[src/ssd_pkg.sv]
// Package for the section stream deframer: beat structs, codes and sizes.
// Used by every module under src; depends on nothing.
package ssd_pkg;

  localparam int ADDRESS_WIDTH = 29;
  localparam int SIZE_W        = 31;  // a size that passes its limit check fits here
  localparam int HEADER_BYTES  = 11;

  localparam logic [23:0] TAG_KEY = 24'h4B4559;  // "KEY"
  localparam logic [23:0] TAG_Z80 = 24'h5A3830;  // "Z80"
  localparam logic [23:0] TAG_SMP = 24'h534D50;  // "SMP"

  localparam logic [3:0]  KEY_LIMIT_RESET     = 4'd11;
  localparam logic [19:0] PROGRAM_LIMIT_RESET = 20'd524288;
  localparam logic [29:0] SAMPLE_LIMIT_RESET  = 30'd536870912;

  typedef enum logic [1:0] {
    PH_HEADER  = 2'd0,
    PH_PAYLOAD = 2'd1,
    PH_FAILED  = 2'd2
  } phase_t;

  typedef enum logic [1:0] {
    TGT_KEY     = 2'd0,
    TGT_PROGRAM = 2'd1,
    TGT_SAMPLE  = 2'd2
  } target_t;

  typedef enum logic [1:0] {
    ST_RUNNING = 2'd0,
    ST_OK      = 2'd1,
    ST_FAILED  = 2'd2
  } status_t;

  typedef enum logic [1:0] {
    CFG_KEY_LIMIT     = 2'd0,
    CFG_PROGRAM_LIMIT = 2'd1,
    CFG_SAMPLE_LIMIT  = 2'd2
  } cfg_reg_t;

  typedef struct packed {
    logic [7:0] byte_in;
    logic       end_of_stream;
  } in_beat_t;

  typedef struct packed {
    logic                     write_valid;
    logic [1:0]               target_store;
    logic [ADDRESS_WIDTH-1:0] write_address;
    logic [7:0]               write_data;
    logic [1:0]               load_status;
  } out_beat_t;

  typedef struct packed {
    logic [3:0]  key_limit;
    logic [19:0] program_limit;
    logic [29:0] sample_limit;
  } limits_t;

endpackage

[src/ssd_parser.sv]
// Section parser: header assembly, limit check and payload address stepping.
// Depends on ssd_pkg.
module ssd_parser import ssd_pkg::*; (
  input  logic      clk,
  input  logic      rst,
  input  logic      push,
  input  in_beat_t  beat,
  input  limits_t   limits,
  output out_beat_t result
);

  phase_t                   phase, phase_next;
  logic [3:0]               header_count, header_count_next;
  logic [15:0]              tag_bytes;        // first two tag characters
  logic [7:0]               tag_last;         // third tag character
  logic [31:0]              section_offset;
  logic [23:0]              size_low;         // size bytes 0..2
  logic [SIZE_W-1:0]        remaining, remaining_next;
  logic [ADDRESS_WIDTH-1:0] address, address_next;
  target_t                  current_target, current_target_next;

  logic [31:0] size_full;
  logic [32:0] end_pos;
  logic        boundary;

  // At the last header byte the top size byte is still on the input.
  assign size_full = {beat.byte_in, size_low};
  assign end_pos   = {1'b0, size_full} + {1'b0, section_offset};

  logic tag_known_full;
  always_comb begin
    tag_known_full = 1'b1;
    unique case ({tag_bytes, tag_last})
      TAG_KEY, TAG_Z80, TAG_SMP: tag_known_full = 1'b1;
      default:                   tag_known_full = 1'b0;
    endcase
  end

  target_t sel_target;
  logic [29:0] sel_limit;
  always_comb begin
    sel_target = TGT_KEY;
    sel_limit  = {26'd0, limits.key_limit};
    unique case ({tag_bytes, tag_last})
      TAG_Z80: begin
        sel_target = TGT_PROGRAM;
        sel_limit  = {10'd0, limits.program_limit};
      end
      TAG_SMP: begin
        sel_target = TGT_SAMPLE;
        sel_limit  = limits.sample_limit;
      end
      default: begin
        sel_target = TGT_KEY;
        sel_limit  = {26'd0, limits.key_limit};
      end
    endcase
  end

  logic check_bad;
  assign check_bad = !tag_known_full || ({1'b0, section_offset} > {3'b0, sel_limit}) ||
                     (end_pos > {3'b0, sel_limit});

  always_comb begin
    phase_next          = phase;
    header_count_next   = header_count;
    remaining_next      = remaining;
    address_next        = address;
    current_target_next = current_target;
    boundary            = 1'b0;
    result              = '0;
    unique case (phase)
      PH_HEADER: begin
        header_count_next = header_count + 4'd1;
        if (header_count == 4'(HEADER_BYTES - 1)) begin
          header_count_next   = '0;
          current_target_next = sel_target;
          address_next        = section_offset[ADDRESS_WIDTH-1:0];
          remaining_next      = size_full[SIZE_W-1:0];
          if (check_bad) begin
            phase_next = PH_FAILED;
          end else if (size_full == '0) begin
            boundary = 1'b1;
          end else begin
            phase_next = PH_PAYLOAD;
          end
        end
      end
      PH_PAYLOAD: begin
        result.write_valid   = 1'b1;
        result.target_store  = current_target;
        result.write_address = address;
        result.write_data    = beat.byte_in;
        address_next         = address + ADDRESS_WIDTH'(1);
        remaining_next       = remaining - SIZE_W'(1);
        if (remaining == SIZE_W'(1)) begin
          phase_next = PH_HEADER;
          boundary   = 1'b1;
        end
      end
      default: begin
        phase_next = PH_FAILED;
      end
    endcase
    if (beat.end_of_stream) begin
      result.load_status = boundary ? ST_OK : ST_FAILED;
      phase_next         = PH_HEADER;
      header_count_next  = '0;
    end
  end

  always_ff @(posedge clk) begin
    if (rst) begin
      phase        <= PH_HEADER;
      header_count <= '0;
    end else if (push) begin
      phase        <= phase_next;
      header_count <= header_count_next;
    end
  end

  // Header byte lanes: every lane is rewritten before it is used, so no clear.
  always_ff @(posedge clk) begin
    if (push) begin
      remaining      <= remaining_next;
      address        <= address_next;
      current_target <= current_target_next;
      if (phase == PH_HEADER) begin
        unique case (header_count)
          4'd0:    tag_bytes[15:8]       <= beat.byte_in;
          4'd1:    tag_bytes[7:0]        <= beat.byte_in;
          4'd2:    tag_last              <= beat.byte_in;
          4'd3:    section_offset[7:0]   <= beat.byte_in;
          4'd4:    section_offset[15:8]  <= beat.byte_in;
          4'd5:    section_offset[23:16] <= beat.byte_in;
          4'd6:    section_offset[31:24] <= beat.byte_in;
          4'd7:    size_low[7:0]         <= beat.byte_in;
          4'd8:    size_low[15:8]        <= beat.byte_in;
          4'd9:    size_low[23:16]       <= beat.byte_in;
          default: ;
        endcase
      end
    end
  end

endmodule

[src/ssd_out_buf.sv]
// Two-entry output stage: result register plus a skid entry.
// Depends on ssd_pkg.
module ssd_out_buf import ssd_pkg::*; (
  input  logic      clk,
  input  logic      rst,
  input  logic      push,
  input  out_beat_t push_beat,
  output logic      full,
  output logic      result_valid,
  input  logic      result_stall,
  output out_beat_t result_beat
);

  logic      skid_valid;
  out_beat_t skid_beat;
  logic      pop;

  assign pop  = result_valid && !result_stall;
  assign full = skid_valid;

  always_ff @(posedge clk) begin
    if (rst) begin
      result_valid <= 1'b0;
      skid_valid   <= 1'b0;
    end else if (!result_valid || pop) begin
      result_valid <= skid_valid || push;
      skid_valid   <= 1'b0;
    end else if (push) begin
      skid_valid <= 1'b1;
    end
  end

  always_ff @(posedge clk) begin
    if (!result_valid || pop) begin
      result_beat <= skid_valid ? skid_beat : push_beat;
    end else if (push) begin
      skid_beat <= push_beat;
    end
  end

endmodule

[src/section_stream_deframer.sv]
// Top level of the section stream deframer: configuration registers,
// section parser and output stage. Depends on ssd_pkg, ssd_parser, ssd_out_buf.
//
// Takes one stream byte per beat and gives one result beat per byte, at a
// sustained rate of one byte per clock while the output is not stalled. Each
// accepted byte updates the parser state in the cycle it is taken; its result
// is registered in a two-entry output stage. byte_stall rises only when both
// output entries are held. Headers are 11 bytes (tag, LE offset, LE size);
// payload bytes come out as writes with write_valid set and the address
// offset + index wrapped to ADDRESS_WIDTH bits. Failures (unknown tag, offset
// or end beyond the store's limit) are sticky until the end-of-stream byte,
// which reports load_status ok or failed and restarts parsing. Writes issued
// before a failure are not retracted; discard them when the status is failed.
// Limit registers take writes at any time (cfg_ready is always high) but
// should only be changed while the block is idle. Index 3 is ignored.
module section_stream_deframer import ssd_pkg::*; (
  input  logic        clk,
  input  logic        rst,
  // stream bytes in
  input  logic        byte_valid,
  output logic        byte_stall,
  input  in_beat_t    byte_beat,
  // results out
  output logic        result_valid,
  input  logic        result_stall,
  output out_beat_t   result_beat,
  // register writes
  input  logic        cfg_valid,
  output logic        cfg_ready,
  input  logic [1:0]  cfg_index,
  input  logic [29:0] cfg_data
);

  limits_t   limits;
  logic      full;
  logic      push;
  out_beat_t step_result;

  assign cfg_ready  = 1'b1;
  assign byte_stall = full;
  assign push       = byte_valid && !full;

  // limit registers
  always_ff @(posedge clk) begin
    if (rst) begin
      limits.key_limit     <= KEY_LIMIT_RESET;
      limits.program_limit <= PROGRAM_LIMIT_RESET;
      limits.sample_limit  <= SAMPLE_LIMIT_RESET;
    end else if (cfg_valid && cfg_ready) begin
      unique case (cfg_reg_t'(cfg_index))
        CFG_KEY_LIMIT:     limits.key_limit     <= cfg_data[3:0];
        CFG_PROGRAM_LIMIT: limits.program_limit <= cfg_data[19:0];
        CFG_SAMPLE_LIMIT:  limits.sample_limit  <= cfg_data;
        default:           ;
      endcase
    end
  end

  ssd_parser u_parser (
    .clk    (clk),
    .rst    (rst),
    .push   (push),
    .beat   (byte_beat),
    .limits (limits),
    .result (step_result)
  );

  ssd_out_buf u_out_buf (
    .clk          (clk),
    .rst          (rst),
    .push         (push),
    .push_beat    (step_result),
    .full         (full),
    .result_valid (result_valid),
    .result_stall (result_stall),
    .result_beat  (result_beat)
  );

endmodule

[config.mk]
export PLATFORM = sky130hd
export DESIGN_NAME = section_stream_deframer
export DESIGN_NICKNAME = d
export VERILOG_FILES = /design/src/ssd_pkg.sv /design/src/ssd_parser.sv /design/src/ssd_out_buf.sv /design/src/section_stream_deframer.sv
export SDC_FILE = /design/constraint.sdc
export NUM_CORES = 1
export LEC_CHECK = 0
export BUFFER_PORTS_ARGS = -buffer_cell sky130_fd_sc_hd__buf_4
export CAP_MARGIN = 10
export CORE_MARGIN = 2
export CORE_UTILIZATION = 55
export CTS_BUF_LIST = sky130_fd_sc_hd__clkbuf_8
export DETAILED_ROUTE_END_ITERATION = 7
export HOLD_SLACK_MARGIN = 0.08
export PLACE_DENSITY = 0.76
export SYNTH_ARGS = -nofsm -noshare
export SYNTH_HDL_FRONTEND = slang
export SYNTH_SLANG_ARGS = --single-unit
export TNS_END_PERCENT = 20
[constraint.sdc]
create_clock -name clk -period 13.39 [get_ports clk]
set_input_delay 1.339 -clock clk [delete_from_list [all_inputs] [get_ports clk]]
set_output_delay 1.339 -clock clk [all_outputs]
set_load 0.01 [all_outputs]
==> qor.yml, run 1 <==
synth_area_sq_mm: 0.0152
cp_top_family: "compound AO/OA/AOI/OAI gates"
antenna_found_initial: 0
drt_wl_total_um: 36800
p_int_w: 0.00140
crit_slowest_cell: "a2111o_1"
tns_ps: 0
first_global_vias: 10600
wl_met1_um: 16400
die-area_sq_mm: 0.0289
combPwrFrac_pct: 4.9
ant_nets: 0
htreeDepth: 2
rsz0062_at_grt: "false"
cts_buffer_depth: 3
synth_nets: 1559
syn_to_final_growth_pct: 12.5
max_freq_mhz: 182
nets: 1653
coreArea_sq_mm: 0.0270
initial_utilization_pct: 56.1
fp.dieW_um: 170
skew_ps: 13.0
crit_fanout: 4
ctsResizeCount: 0
p_sw_share_pct: 22.6
yosys_warnings: 0
synth_edf_count: 226
avgSynthCellArea_sq_um: 10.7
path_cells: "ha_1 > fa_1 > a211oi_1 > o21ai_1 > o31a_1 > o21ai_0 > a21boi_0 > o21ai_0 > nand2_1 > xor2_1 > ha_1 > nand4_1 > and4bb_4 > a2111oi_4 > o2111ai_1 > a2111o_1 > nor4b_4 > nand4_1 > and3_1"
grt_max_degree: 78
drc: 0
drv_cap: 0
drt_iter0_drc: 811
seqPwrFrac_pct: 54.3
layout_commonest_cell: "nand2_1"
grt_use_total_pct: 25.5
critPathLaunchType: "flop"
worstMarginPinSlew_ps: 1160
io_pins: 91
vias: 11200
critPathBufInv: 0
rows: 60
power_density_mw_per_mm2: 106
outcome: "completed"
drive_above_1_share_pct: 13.9
io_buffers: 89
ys_dominant_reg_cell: "edfxtp_1"
p_leak_nw: 6.30
wl_met2_um: 16700
grt_pass1_wl_um: 57300
seq_area_frac_synth_pct: 53.0
timing.slew.headroom_pct: 22.2
stdcell_area_sq_mm: 0.0171
min_period_ps: 5500
cts_sinks: 288
hold_viol_final: 0
setup.worst_path.start: "u_parser.size_low[0]"
clk_pin_slew_ps: 60
synth-seq-cells: 288
route.top_layer_used: "met4"
ys_async_sr_fraction_pct: 0
gp_congestion: 0.954
routed-wl-met3_um: 2510
cts_buffers: 47
ir_worst_vdd_mv: 0.0734
drtPass1Iterations: 5
clkPwrFrac_pct: 40.8
setup_viol: 0
critPathRequiredTime_ps: 13710
power.net_switching_w: 0.000409
rr_startpoint: "u_parser.size_low[0]"
fin_crit_sh_pct: 41.1
n_antenna_cell: 0
max_stage_delay_ps: 520
root_buffer: "clkbuf_8"
cp-end-kind: "flop"
grt_overflow: 0
cts_tree: "done"
layout_common_cells: "237 x nand2_1, 226 x edfxtp_1, 121 x a21oi_1"
crit_arrival_ps: 5830
cts_setup_buffers: 0
hold_start: "limits[8]"
fp.dieH_um: 170
hpwl_um: 26000
syn-instance-count: 1417
slew_violations: 0
synth_cell_types: 67
hold_class: "flop to flop"
viasPerCell: 5.94
critPathKind: "flop to flop"
wl_per_cell_um: 19.5
cts_hold_buf: 0
clock_latency_ps: 570
dpl-instance-area_sq_mm: 0.0161
==> power by group through the flow <==
stage,clock (W),sequential [W],combinational (W)
6_report,0.000741,0.000985,0.0000880
5_1_grt,0.000791,0.000986,0.0000965
3_3_place_gp,0,0.00100,0.0000862
4_1_cts,0.000753,0.000985,0.0000881
3_5_place_dp,0,0.00100,0.0000877
2_1_floorplan,0,0.00101,0.0000412
==> final cells by class <==
class / instances / area, sq um
fillers: 2177 / 9980
well taps: 341 / 427
flip-flops and latches: 288 / 8030
clock buffers: 51 / 702
inverters: 15 / 56.3
multi-input cells: 1062 / 6900
clock inverters: 33 / 206
repair buffers: 97 / 728
==> path summary, 6_finish.rpt <==
check                                end  slack, ps  cells after the start
setup / recovery  u_out_buf.skid_beat[1]       7890                     19
hold / removal                 limits[8]        460                      2
setup reg to reg  u_out_buf.skid_beat[1]       7890                     19
hold reg to reg                limits[8]        460                      2
==> cells in the mapped netlist (27+ instances only) <==
library cell	number	share of area (%)
nand2_1	238	5.9
edfxtp_1	226	45
a21oi_1	121	4.0
ha_1	95	7.8
o21ai_0	88	2.9
nor2_1	71	1.8
dfxtp_1	62	8.2
clkbuf_1	48	1.2
and2_1	43	1.8
xor2_1	41	2.4
mux2_2	40	3.0
xnor2_1	37	2.1
nand3_1	27	0.89
==> through the flow <==
step	cells	total power [W]	hold WS (ps)	setup WS, ps	util (%)
2_1_floorplan	1417	0.00105	436	7260	-
3_3_place_gp	1803	0.00109	442	8080	59.7
3_5_place_dp	1803	0.00109	448	7930	59.7
4_1_cts	1887	0.00183	456	7900	63.1
5_1_grt	1887	0.00187	472	7460	63.1
6_report	1887	0.00181	456	7890	63.1
==> per-layer routing <==
metal  track usage (%)  vias to the layer above
met5                 0                        -
met3              3.58                       77
met1              36.0                     5273
met4              8.66                        0
met2              40.7                      426
li1                  -                     5432
==> state kept, by name, summed over array words and instances (netlist names), 2 cells and up <==
signal,cells
limits,54
u_out_buf.result_beat,42
u_out_buf.skid_beat,42
u_parser.address,29
u_parser.current_target,2
u_parser.header_count,4
u_parser.phase,2
u_parser.remaining,31
u_parser.section_offset,32
u_parser.size_low,24
u_parser.tag_bytes,16
u_parser.tag_last,8
==> cell families after synthesis <==
family	Yosys count	synth area share [%]
multiplexers	42	3.10
adder cells (fa/ha/maj)	96	7.97
AO/OA/AOI/OAI	301	11.8
XOR/XNOR	78	4.51
AND/OR/NAND/NOR	544	17.9
buffers and inverters	67	1.68
flip-flops	288	53.0
other	1	0.0247
==> tightest hold or removal path, stage by stage, from the launching register on <==
cell     delay (ps)
dfxtp_1         310
nand2_1          50
a21oi_1          50
Note: power is estimated with default switching activity, not from simulation.
==> run 2, diff against run 1 <==
- ABC_AREA: unset -> 1
- PLACE_DENSITY: 0.76 -> 0.79
- clock period: 13.39 -> 4.5 ns (I/O delays scaled with it)
==> run 2 against run 1 <==
Die area is 3.0% higher. Via count is 13% higher. Global-route usage is 1.1 points higher. Hold slack worse by 360 ps. Final cell count is 21% higher. Area after synthesis is 3.1% higher. First-iteration DRC count is 47% higher. Routed wire length is 8.2% higher. Register-to-register slack worse by 7500 ps.
==> qor.yml, run 2 <==
outcome: "completed"
nets: 2002
largest_reg_flops: 54
hold_viol_final: 0
slew_violations: 0
hold_class: "input port to flop"
yosys_warnings: 0
whs_path_depth: 3
cts_buffer_depth: 3
cts_setup_buffers: 0
synth_top_area_share_pct: 43.4
critPathKind: "flop to flop"
ys_dominant_reg_cell: "edfxtp_1"
rsz0062_at_grt: "false"
layout_common_cells: "397 x nand2_1, 261 x nor2_1, 226 x edfxtp_1"
setup_viol: 0
seq_area_frac_synth_pct: 51.4
cp-end-kind: "flop"
drc: 0
p_leak_nw: 7.55
timing.slew.headroom_pct: 23.8
drtPass1Iterations: 5
yosys-top-cells-area: "edfxtp_1 43%, nand2_1 9.6%, dfxtp_1 7.9%, ha_1 7.6%, nor2_1 6.3%"
grt_overflow: 0
critPathRequiredTime_ps: 4820
drt_wl_total_um: 39800
crit_arrival_ps: 4470
n_antenna_cell: 0
syn-instance-count: 1751
syn_to_final_growth_pct: 12.7
regMostFlops: "limits"
antenna_found_initial: 0
wl_per_cell_um: 17.5
die-area_sq_mm: 0.0298
viasPerCell: 5.59
fp.dieH_um: 173
synth-seq-cells: 288
fp.dieW_um: 173
root_buffer: "clkbuf_8"
grt_pass1_wl_um: 63200
tns_ps: 0
drt_iter0_drc: 1189
io_pins: 91
ys_async_sr_fraction_pct: 0
rows: 61
vias: 12700
synth_area_sq_mm: 0.0156
synth_edf_count: 226
clock_latency_ps: 570
max_freq_mhz: 241
htreeDepth: 2
rrSetupSlack_ps: 360
reg2reg_depth: 26
clk_pin_slew_ps: 80
worstMarginPinSlew_ps: 1140
io_buffers: 89
cts_tree: "done"
cts_buffers: 46
fin_crit_sh_pct: 92.0
synthTopCellsByCount: "398 x nand2_1, 263 x nor2_1, 226 x edfxtp_1"
hpwl_um: 29000
layout_commonest_cell: "nand2_1"
final_core_util_pct: 63.2
drv_cap: 0
coreArea_sq_mm: 0.0279
min_period_ps: 4140
top_regs: "limits (54), u_out_buf.result_beat (42), u_out_buf.skid_beat (42)"
yosysTopAreaCell: "edfxtp_1"
crit_fanout: 3
drive_above_1_share_pct: 11.7
synth_nets: 1893
avgSynthCellArea_sq_um: 8.92
grt_use_total_pct: 26.6
cts_sinks: 288
power_density_mw_per_mm2: 317
ir_worst_vdd_mv: 0.253
initial_utilization_pct: 56.1
critPathLaunchType: "flop"
synth_cell_types: 59
ant_nets: 0
first_global_vias: 11900
gp_congestion: 0.971
skew_ps: 15.7
synth_most_common_cell: "nand2_1"
grt_max_degree: 86
## run 2: worst paths after layout
path | startpoint | end
hold reg to reg | limits[1] | limits[1]
hold / removal | cfg_data[27] | limits[27]
setup / recovery | u_parser.size_low[0] | u_out_buf.result_beat[1]
setup reg to reg | u_parser.size_low[0] | u_out_buf.result_beat[1]
## run 2: what timing repair did
item                       4_1_cts  5_1_grt
hold endpoints to repair         2        0
resized for setup                0        1
setup endpoints to repair        0        1
hold buffers                     1        0
## run 2: per-stage QoR
stage          worst slack (ps)  hold slack [ps]  area, sq um  instances  power [W]
6_report                    358             98.5        17600       2274    0.00559
5_1_grt                    9.42              103        17600       2274    0.00579
4_1_cts                     367             86.1        17600       2274    0.00562
3_5_place_dp                432              448        16700       2189    0.00353
3_3_place_gp                506              442        16700       2189    0.00352
2_1_floorplan               742              429        15600       1751    0.00333
## run 2: layout make-up
cell class | instances | area, sq um
Multi-Input combinational cell | 1235 | 6760
Timing Repair Buffer | 107 | 806
Inverter | 182 | 684
Clock buffer | 49 | 674
Clock inverter | 35 | 180
Tap cell | 378 | 473
Fill cell | 2358 | 10200
Sequential cell | 288 | 8030
## run 2: logic make-up after synthesis
group	count (synthesis)	share of synthesized area (%)
flip-flops	288	51.4
AO/OA/AOI/OAI	252	9.62
buffers and inverters	228	5.53
AND/OR/NAND/NOR	840	23.1
other	1	0.0240
adder cells (fa/ha/maj)	96	7.74
XOR/XNOR	46	2.58
## run 2: per-layer routing
layer	global-route usage, %	wire length [um]	vias to the layer above
met5	0	0	-
met4	10.4	1650	0
met3	4.16	3450	102
met2	40.3	17100	582
met1	38.5	17500	5845
li1	-	-	6179
## run 2: critical path, stage by stage (launching register included)
cell      delay (ps)
edfxtp_1         420
ha_1             250
fa_1             410
nand3_1          110
nand2_1          130
nand2_1          100
nand2_1          110
nand2_1           80
nand2_1          120
nand4_1          110
nand3_1          150
a31oi_2          220
o21bai_1         120
xor2_1           160
ha_1             300
a21oi_1          130
nor2_1            50
a211oi_1         190
nand2_1           80
nand2_1           60
nand2_1           40
nand2_1          140
nand4_1          120
nand2_1          110
nor2_1            70
nand2_1           60
nand2_1           50
## run 2: where the power goes
group / total [W] / internal, W / switching [W]
Clock: 0.00211 / 0.00107 / 0.00105
Combinational: 0.000457 / 0.000159 / 0.000298
Sequential: 0.00302 / 0.00298 / 0.0000432
Total: 0.00559 / 0.00420 / 0.00139
